**src/rtl/plc_div.sv**
```systemverilog
// Restoring divider for the segment fraction, one quotient bit per cycle.
`timescale 1ns / 1ps
`default_nettype none
module plc_div #(
  parameter int NB = 33,
  parameter int QB = 17
) (
  input  wire logic          clk,
  input  wire logic          rst,
  input  wire logic          go,
  input  wire logic [NB-1:0] num,
  input  wire logic [NB-1:0] den,
  output logic               done,
  output logic [QB-1:0]      quo
);
  // The quotient fits in QB bits; the numerator is shifted in MSB first.
  logic [NB-1:0]          n_sh;
  logic [NB:0]            rem;
  logic [NB-1:0]          d;
  logic [$clog2(NB+1)-1:0] cnt;
  logic                   run;
  logic [NB:0]            trial;
  logic [NB:0]            diffv;

  assign trial = {rem[NB-1:0], n_sh[NB-1]};
  assign diffv = trial - {1'b0, d};

  always_ff @(posedge clk) begin
    if (rst) begin
      run  <= 1'b0;
      done <= 1'b0;
    end else begin
      done <= 1'b0;
      if (go) begin
        run  <= 1'b1;
        n_sh <= num;
        d    <= den;
        rem  <= '0;
        quo  <= '0;
        cnt  <= ($clog2(NB+1))'(NB);
      end else if (run) begin
        n_sh <= {n_sh[NB-2:0], 1'b0};
        if (!diffv[NB]) begin
          rem <= diffv;
          quo <= {quo[QB-2:0], 1'b1};
        end else begin
          rem <= trial;
          quo <= {quo[QB-2:0], 1'b0};
        end
        cnt <= cnt - 1'b1;
        if (cnt == 1) begin
          run  <= 1'b0;
          done <= 1'b1;
        end
      end
    end
  end
endmodule
`default_nettype wire

```
**config.mk**
```make
export PLATFORM = sky130hd
export DESIGN_NAME = plc_div
export DESIGN_NICKNAME = d
export VERILOG_FILES = /design/src/rtl/plc_div.sv
export SDC_FILE = /design/constraint.sdc
export NUM_CORES = 1
export LEC_CHECK = 0
export ABC_AREA = 1
export BUFFER_PORTS_ARGS = -buffer_cell sky130_fd_sc_hd__buf_4
export CAP_MARGIN = 20
export CORE_ASPECT_RATIO = 0.8
export CORE_MARGIN = 2
export CORE_UTILIZATION = 54
export DETAILED_ROUTE_END_ITERATION = 8
export HOLD_SLACK_MARGIN = 0.05
export PLACE_DENSITY = 0.87
export SETUP_SLACK_MARGIN = 0.15
export SLEW_MARGIN = 20
export SYNTH_ARGS = -nofsm -noshare
export SYNTH_HDL_FRONTEND = slang
export SYNTH_SLANG_ARGS = --single-unit
```
**constraint.sdc**
```tcl
create_clock -name clk -period 5 [get_ports clk]
set_clock_uncertainty 0.1 [all_clocks]
set_input_delay 0.25 -clock clk [delete_from_list [all_inputs] [get_ports clk]]
set_output_delay 0.25 -clock clk [all_outputs]
set_load 0.05 [all_outputs]
```
# Word level (Yosys, flattened, before mapping)
# Index checks and enable logic that the tools add are counted.
# totals
reg_bits	124
out_inout_bits	18
inputBits	69
# classes
eq_ne	1
n_bitwise	2
addsub	2
reduce_logical	4
muxes	11
# op_table
cell	n
$mux W33	4
$sub A34 B33 Y34	1
$mux W17	1
$eq A6 B1 Y1 const B	1
$mux W6	1
$sub A6 B1 Y6 const B	1
$mux W1	5
$reduce_and A2 Y1	2
$reduce_or A3 Y1	1
$not A1 Y1	2
$reduce_bool A2 Y1	1

# Longest topological paths before layout
# Gate-level depths: netlist of the first run.
# depth
ltp_word	4
depth_mapped	18

# Worst setup path after synthesis of the first run
# OpenSTA, ideal clock, no wires.
# synth_timing
kind	input to register
startpoint	input go
endpoint	register cnt[0] (enable)
n_path_buf	1
arrival_ns	4.865
path_slack_ns	-0.534
path_stages	3
path_cell_list	clkinv_1 -> clkbuf_1 -> a21oi_1
# synth_between
elab_chain_len	2
# synth_lines
item	line_no	text
from (decl)	10	input wire logic go,
$reduce_bool A2 Y1 (no line)	n/a	
$reduce_and A2 Y1 (no line)	n/a	
to (signal assigned)	40	cnt <= ($clog2(NB+1))'(NB);
to (signal assigned)	50	cnt <= cnt - 1'b1;
to (decl)	20	logic [$clog2(NB+1)-1:0] cnt;
# No other way between the ends.
# A chain may end at the register's enable or synchronous reset.

# Worst setup path after layout of the first run
# layout_timing
startpoint	register rem[18]
endpoint	register rem[23] (data pin)
# layout_between
elab_chain_len	3
# layout_lines
item	line_no	text
from (decl)	18	logic [NB:0] rem;
from (signal assigned)	44	rem <= diffv;
from (signal assigned)	47	rem <= trial;
$sub A34 B33 Y34	26	assign diffv = trial - {1'b0, d};
$mux W33	43	if (!diffv[NB]) begin
$mux W33	41	end else if (run) begin
# No other way between the ends. The select of a mux whose other input is x is not followed.

==> flow_metrics.py, run 1 <==
metrics = {
    "outcome": {
        "status": "completed",
    },
    "routing": {
        "drc": 0,
        "vias": 7052,
        "firstDrtPassIters": 5,
        "drt_iter0_drc": 617,
        "avgViaCountPerCell": 5.073,
        "drt_wl_total_microns": 21260,
        "ant_nets": 0,
        "routedWlPerCell_microns": 15.30,
    },
    "synthesis": {
        "ys_ff_latch": 124,
        "synthArstFlopShare": 0,
        "ys.warnings.count": 0,
        "synth_area_leaders": "edfxtp_1 (47%), nand2_1 (18%), inv_1 (9.2%), nor2_1 (6.2%), ha_1 (5.6%)",
        "yosysTopAreaCell": "edfxtp_1",
        "syn-num-nets": 1143,
        "ys_seq_area_frac": 0.4715,
        "synth.distinct_cells": 32,
        "yosys_most_used_dff": "edfxtp_1",
        "avgSynthCellArea_sq_um": 7.567,
        "synth.most_common_cell": "nand2_1",
        "netlist_area_sq_mm": 0.007855,
        "synth_edf_count": 122,
        "synth_commonest_cells": "nand2_1 (383), inv_1 (193), nor2_1 (129)",
        "syn_inst": 1038,
        "synthDominantCellAreaShare": 0.4664,
    },
    "floorplan": {
        "placementRows": 39,
        "ioPinCount": 87,
        "initial_core_util": 0.5513,
        "die_y_microns": 111.9,
        "core_area_sq_mm": 0.01425,
        "die_area_sq_mm": 0.01553,
        "die_w_microns": 138.8,
    },
    "placement": {
        "gp_congestion": 0.9799,
        "port_buffers": 86,
        "placed_area_sq_mm": 0.008670,
        "hpwl_microns": 13720,
    },
    "grt": {
        "grt_pass1_wl_microns": 34930,
        "antenna_found_initial": 0,
        "grt_max_degree": 65,
        "grt_usage": 0.2858,
        "grt_pass1_vias": 6914,
        "grt_overflow": 0,
    },
    "critical_path": {
        "critPathKind": "reg -> reg",
        "end_kind": "flop",
        "critPathMaxFanout": 18,
        "cp.required_ns": 5.18,
        "r2r_cells": 12,
        "r2r-start": "rem[18]$_SDFFCE_PP0P_",
        "start_kind": "flop",
        "reg2reg_to": "rem[23]$_SDFFCE_PP0P_",
        "worst-r2r-setup-slack_ns": 2.15,
        "cp.arrival_ns": 3.03,
    },
    "sta": {
        "hold_violations": 0,
        "setup_viol": 0,
        "tightest_slew_ns": 1.043,
        "rsz0062_at_grt": "false",
        "setup_tns_ns": 0,
        "fmaxAchievable_mhz": 350.8,
        "period_share": 0.5701,
        "fin_hold_ws_ns": 0.2765,
        "timing.slew.headroom": 0.3027,
        "maxSlewViolCount": 0,
        "min_period_ns": 2.851,
    },
    "min_path": {
        "min_path_type": "in -> reg",
        "hold_path_depth": 2,
        "hold_path_startpoint": "go",
        "min_to": "quo[14]$_SDFFCE_PP0P_",
    },
    "power_and_ir_drop": {
        "seqPwrFrac": 0.379,
        "power_frac_comb": 0.263,
        "p_sw_frac": 0.3344,
        "p_clk_frac": 0.358,
        "cellLeakagePower_nw": 5.050,
        "ir_drop_v": 0.0002672,
        "power_density_mw_per_mm2": 342.4,
        "p_sw_mw": 1.134,
        "power_mw": 3.391,
        "power.internal_mw": 2.257,
    },
    "clocking": {
        "clk_pin_slew_worst_paths_ns": 0.07,
        "postCtsSetupRepairBufs": 0,
        "cts_resized": 0,
        "cts_num_sinks": 124,
        "cts_buffers": 17,
        "cts_buffer_depth": 2,
        "cts_tree": "done",
        "clock_latency_ns": 0.43,
        "cts-root-buf": "clkbuf_16",
        "htree_levels": 4,
    },
    "finish": {
        "multiInputGateArea_sq_mm": 0.003336,
        "drive_gt1_frac": 0.1144,
        "diodes": 0,
        "area_growth_pct": 26.08,
        "final-seq-area_sq_mm": 0.003704,
        "nFillCells": 1127,
        "fin_nets": 1298,
        "fin_area_sq_mm": 0.009903,
    },
    "flow_run": {
        "cap_violations": 0,
    },
}
[final cells by class]
class,count,share of cell area
Sequential cell,124,0.3740
Clock inverter,14,0.01352
Timing Repair Buffer,156,0.1352
Multi-Input combinational cell,699,0.3368
Tap cell,184,0.02325
Clock buffer,18,0.04334
Inverter,195,0.07391
[routing by layer]
metal  part of all wire  track usage  vias to the layer above
li1                   -            -                     3523
met1               0.45       0.3887                     3187
met2               0.46       0.4729                      308
met3              0.075      0.06280                       34
met4              0.014      0.06734                        0
met5                  0            0                        -
[worst max path at each step]
stage / startpoint / endpoint / depth (start not counted)
6_report: rem[18]$_SDFFCE_PP0P_ / rem[23]$_SDFFCE_PP0P_ / 12
3_3_place_gp: n_sh[32]$_DFFE_PP_ / rem[32]$_SDFFCE_PP0P_ / 17
2_1_floorplan: go / cnt[0]$_SDFFCE_PP1P_ / 3
4_1_cts: d[20]$_DFFE_PP_ / rem[23]$_SDFFCE_PP0P_ / 13
5_1_grt: rem[18]$_SDFFCE_PP0P_ / rem[28]$_SDFFCE_PP0P_ / 12
3_5_place_dp: rem[23]$_SDFFCE_PP0P_ / rem[23]$_SDFFCE_PP0P_ / 12
[metrics by stage]
step                      std cells  worst slack, ns  utilization
after floorplan                1038            1.233            -
after global placement         1291            2.301       0.6084
after detailed placement       1291            2.213       0.6084
after CTS                      1390            2.191       0.6950
after global routing           1390            1.922       0.6950
final                          1390            2.149       0.6950
[kinds of logic after synthesis]
| logic type | Yosys count | share of synthesized area |
|---|---|---|
| simple gates | 612 | 0.3222 |
| buf+inv | 215 | 0.1062 |
| xor+xnor | 16 | 0.01784 |
| flops | 124 | 0.4715 |
| compound gates | 35 | 0.02389 |
| fa+ha+maj | 36 | 0.05830 |
[timing repair]
item,CTS,global route
hold buffers,67,0
setup endpoints to repair,0,0
endpoints found under the hold margin,67,0
[registers in the layout, indices dropped and copies added (netlist names)]
name	count
d	33
n_sh	33
rem	33
quo	17
cnt	6
done	1
run	1
[worst max-delay path, stage by stage (launching register included)]
cell and delay, ns:
edfxtp_1 0.40, ha_1 0.39, nand2_1 0.14, inv_1 0.05, nand2_1 0.06, nand2_1 0.08, nand2_1 0.09, a21oi_1 0.08
nor2_2 0.26, nand3_2 0.43, nand2_4 0.41, nor2_1 0.08, nor2_1 0.13
[power groups by stage]
stage	sequential, mW	clock, mW	combinational (mW)
2_1_floorplan	1.33	0	0.575
3_3_place_gp	1.30	0	0.806
3_5_place_dp	1.30	0	0.824
4_1_cts	1.28	1.22	0.873
5_1_grt	1.29	1.27	0.997
6_report	1.28	1.22	0.891
[cell usage in the layout (no fill, tap or decap), types with 3 or more instances in the layout]
cell type	synthesis	final
nand4_1	4	4
xor2_1	16	16
ha_1	35	35
nand2_4	7	7
a21oi_1	27	26
nor3_1	8	8
inv_6	0	7
nand2_1	383	383
edfxtp_1	122	122
inv_1	193	193
clkinvlp_4	0	3
buf_4	0	89
nand3_1	56	56
nor2_1	129	128
and2_1	6	6
nand3b_1	8	8
dlygate4sd3_1	0	67
clkbuf_16	0	17
Power figures use the tool's default switching activity.
==> run 2: changes to the inputs <==
Settings changed: CORE_UTILIZATION 54 to 60, PLACE_DENSITY 0.87 to 0.91.
Clock period 5 ns to 2.8 ns, I/O delays scaled along.
==> run 2 against run 1 <==
  * Sequential cell count is the same
  * Critical path depth grew 5
  * Via count grew 10%
  * Design area up 2.9%
  * Combinational power is 95% higher
  * Highest routed layer unchanged
  * Register-to-register slack got worse by 2.0 ns
  * Worst setup slack worse by 2.0 ns
  * Largest cell class unchanged
==> flow_metrics.py, run 2 (synthesized netlist as in run 1, its figures left out) <==
metrics = {
    "clocking": {
        "cts_tree": "done",
        "htree_levels": 4,
        "cts_buffers": 17,
        "cts_num_sinks": 124,
        "clk_pin_slew_worst_paths_ns": 0.07,
        "cts_buffer_depth": 2,
        "clock_latency_ns": 0.44,
        "cts-root-buf": "clkbuf_16",
    },
    "sta": {
        "finalWorstSetupSlack_ns": 0.1980,
        "rsz0062_at_grt": "false",
        "setup_tns_ns": 0,
        "hold_violations": 0,
        "maxSlewViolCount": 0,
        "period_share": 0.9293,
        "fmaxAchievable_mhz": 384.3,
        "tightest_slew_ns": 0.5709,
        "setup_viol": 0,
        "min_period_ns": 2.602,
        "timing.slew.headroom": 0.6194,
    },
    "routing": {
        "drt_iter0_drc": 1078,
        "vias": 7763,
        "firstDrtPassIters": 7,
        "drt_wl_total_microns": 25370,
        "ant_nets": 0,
        "routedWlPerCell_microns": 18.20,
        "avgViaCountPerCell": 5.569,
        "drc": 0,
    },
    "grt": {
        "grt_overflow": 0,
        "grt_usage": 0.3598,
        "grt_pass1_wl_microns": 38650,
        "antenna_found_initial": 0,
        "grt_max_degree": 59,
        "grt_pass1_vias": 7468,
    },
    "critical_path": {
        "startpoint": "n_sh[32]$_DFFE_PP_",
        "critPathKind": "reg -> reg",
        "r2r-start": "n_sh[32]$_DFFE_PP_",
        "critPathMaxFanout": 4,
        "cp.required_ns": 2.88,
        "cp.arrival_ns": 2.68,
        "reg2reg_to": "rem[24]$_SDFFCE_PP0P_",
        "r2r_cells": 17,
        "start_kind": "flop",
        "end_kind": "flop",
        "worst-r2r-setup-slack_ns": 0.20,
    },
    "placement": {
        "dp_worst_setup_slack_ns": 0.1399,
        "hpwl_microns": 14030,
        "port_buffers": 86,
        "gp_congestion": 0.9693,
        "placed_area_sq_mm": 0.008738,
    },
    "floorplan": {
        "initial_core_util": 0.6125,
        "core_area_sq_mm": 0.01282,
        "die_y_microns": 106.3,
        "ioPinCount": 87,
        "die_area_sq_mm": 0.01403,
        "die_w_microns": 131.9,
        "placementRows": 37,
    },
    "min_path": {
        "min_path_type": "in -> reg",
        "min_to": "d[3]$_DFFE_PP_",
        "hold_path_startpoint": "den[3]",
        "hold_path_depth": 2,
    },
    "power_and_ir_drop": {
        "power_density_mw_per_mm2": 626.4,
        "cellLeakagePower_nw": 5.133,
        "power_mw": 6.382,
        "ir_drop_v": 0.0005964,
    },
    "finish": {
        "final_cell_mix": "nand2_1 (376), inv_1 (192), edfxtp_1 (122), nor2_1 (121), buf_4 (99)",
        "mostFrequentLayoutCell": "nand2_1",
        "fin_nets": 1312,
        "fin_area_sq_mm": 0.01019,
        "diodes": 0,
        "reg_top3": "d x33, n_sh x33, rem x33",
        "drive_gt1_frac": 0.1436,
        "area_growth_pct": 29.71,
    },
    "flow_run": {
        "cap_violations": 0,
    },
    "outcome": {
        "status": "completed",
    },
}
==> run 2: cell types whose count changed in the layout (fill, tap and decap cells not counted), moves of 5 or more <==
| cell | before | now |
|---|---|---|
| buf_4 | 89 | 99 |
| ha_1 | 35 | 27 |
| nand2_1 | 383 | 376 |
| nand2_2 | 2 | 9 |
| nor2_1 | 128 | 121 |
| inv_6 | 7 | 1 |
| nor2_2 | 2 | 8 |
| ha_4 | 0 | 5 |
==> run 2: critical path: stages (launching register included) <==
cell and delay (ns):
edfxtp_1 0.39, inv_1 0.11, ha_4 0.19, fa_2 0.41, inv_2 0.09, nand3_1 0.11, nand2_2 0.13, nand2_1 0.08
nand2_2 0.10, nand2_1 0.07, nand2_2 0.11, nand2_2 0.07, nand2_1 0.06, nand2_1 0.05, nand2_1 0.07, nand3_1 0.09
nand2_1 0.08, nor2_1 0.05
==> run 2: final cells by class <==
cell class / instances / area [sq um]
Clock buffer: 22 / 464.2
Clock inverter: 9 / 138.9
Fill cell: 797 / 2635
Inverter: 195 / 732.0
Multi-Input combinational cell: 699 / 3465
Sequential cell: 124 / 3704
Tap cell: 175 / 219.0
Timing Repair Buffer: 170 / 1466
==> run 2: worst max-delay path by stage <==
stage / slack [ns] / cells past startpoint / to
after CTS: 0.16 / 17 / rem[24]$_SDFFCE_PP0P_
after detailed placement: 0.14 / 17 / rem[24]$_SDFFCE_PP0P_
after global routing: 0.10 / 17 / rem[24]$_SDFFCE_PP0P_
final: 0.20 / 17 / rem[24]$_SDFFCE_PP0P_
after floorplan: 0.24 / 3 / cnt[0]$_SDFFCE_PP1P_
after global placement: 0.14 / 17 / rem[24]$_SDFFCE_PP0P_
==> run 2: power by group <==
group          leakage (nW)  internal (mW)  switching (mW)  total [mW]
Combinational          3.66          0.623            1.12        1.74
Sequential             1.19           2.23          0.0816        2.31
Clock                 0.283           1.45           0.883        2.33
==> run 2: through the flow <==
stage / utilization / hold slack (ns) / std cells
6_report: 0.7945 / 0.3265 / 1394
5_1_grt: 0.7945 / 0.3150 / 1394
3_3_place_gp: 0.6814 / 0.2181 / 1291
2_1_floorplan: - / 0.1171 / 1038
4_1_cts: 0.7819 / 0.3223 / 1390
3_5_place_dp: 0.6814 / 0.2193 / 1291
==> run 2: layer usage <==
| metal | GRT usage | vias up | wire length [microns] |
|---|---|---|---|
| met3 | 0.08679 | 141 | 2834 |
| met1 | 0.4615 | 3445 | 9378 |
| li1 | - | 3554 | - |
| met5 | 0 | - | 0 |
| met4 | 0.1429 | 0 | 1246 |
| met2 | 0.5926 | 623 | 11910 |
==> run 2: what timing repair did <==
action,4_1_cts,5_1_grt
hold buffers,68,0
setup buffers,0,4
gates resized for setup,2,29
pin swaps,0,3
endpoints found under the hold margin,68,0
endpoints found under the setup margin,2,33
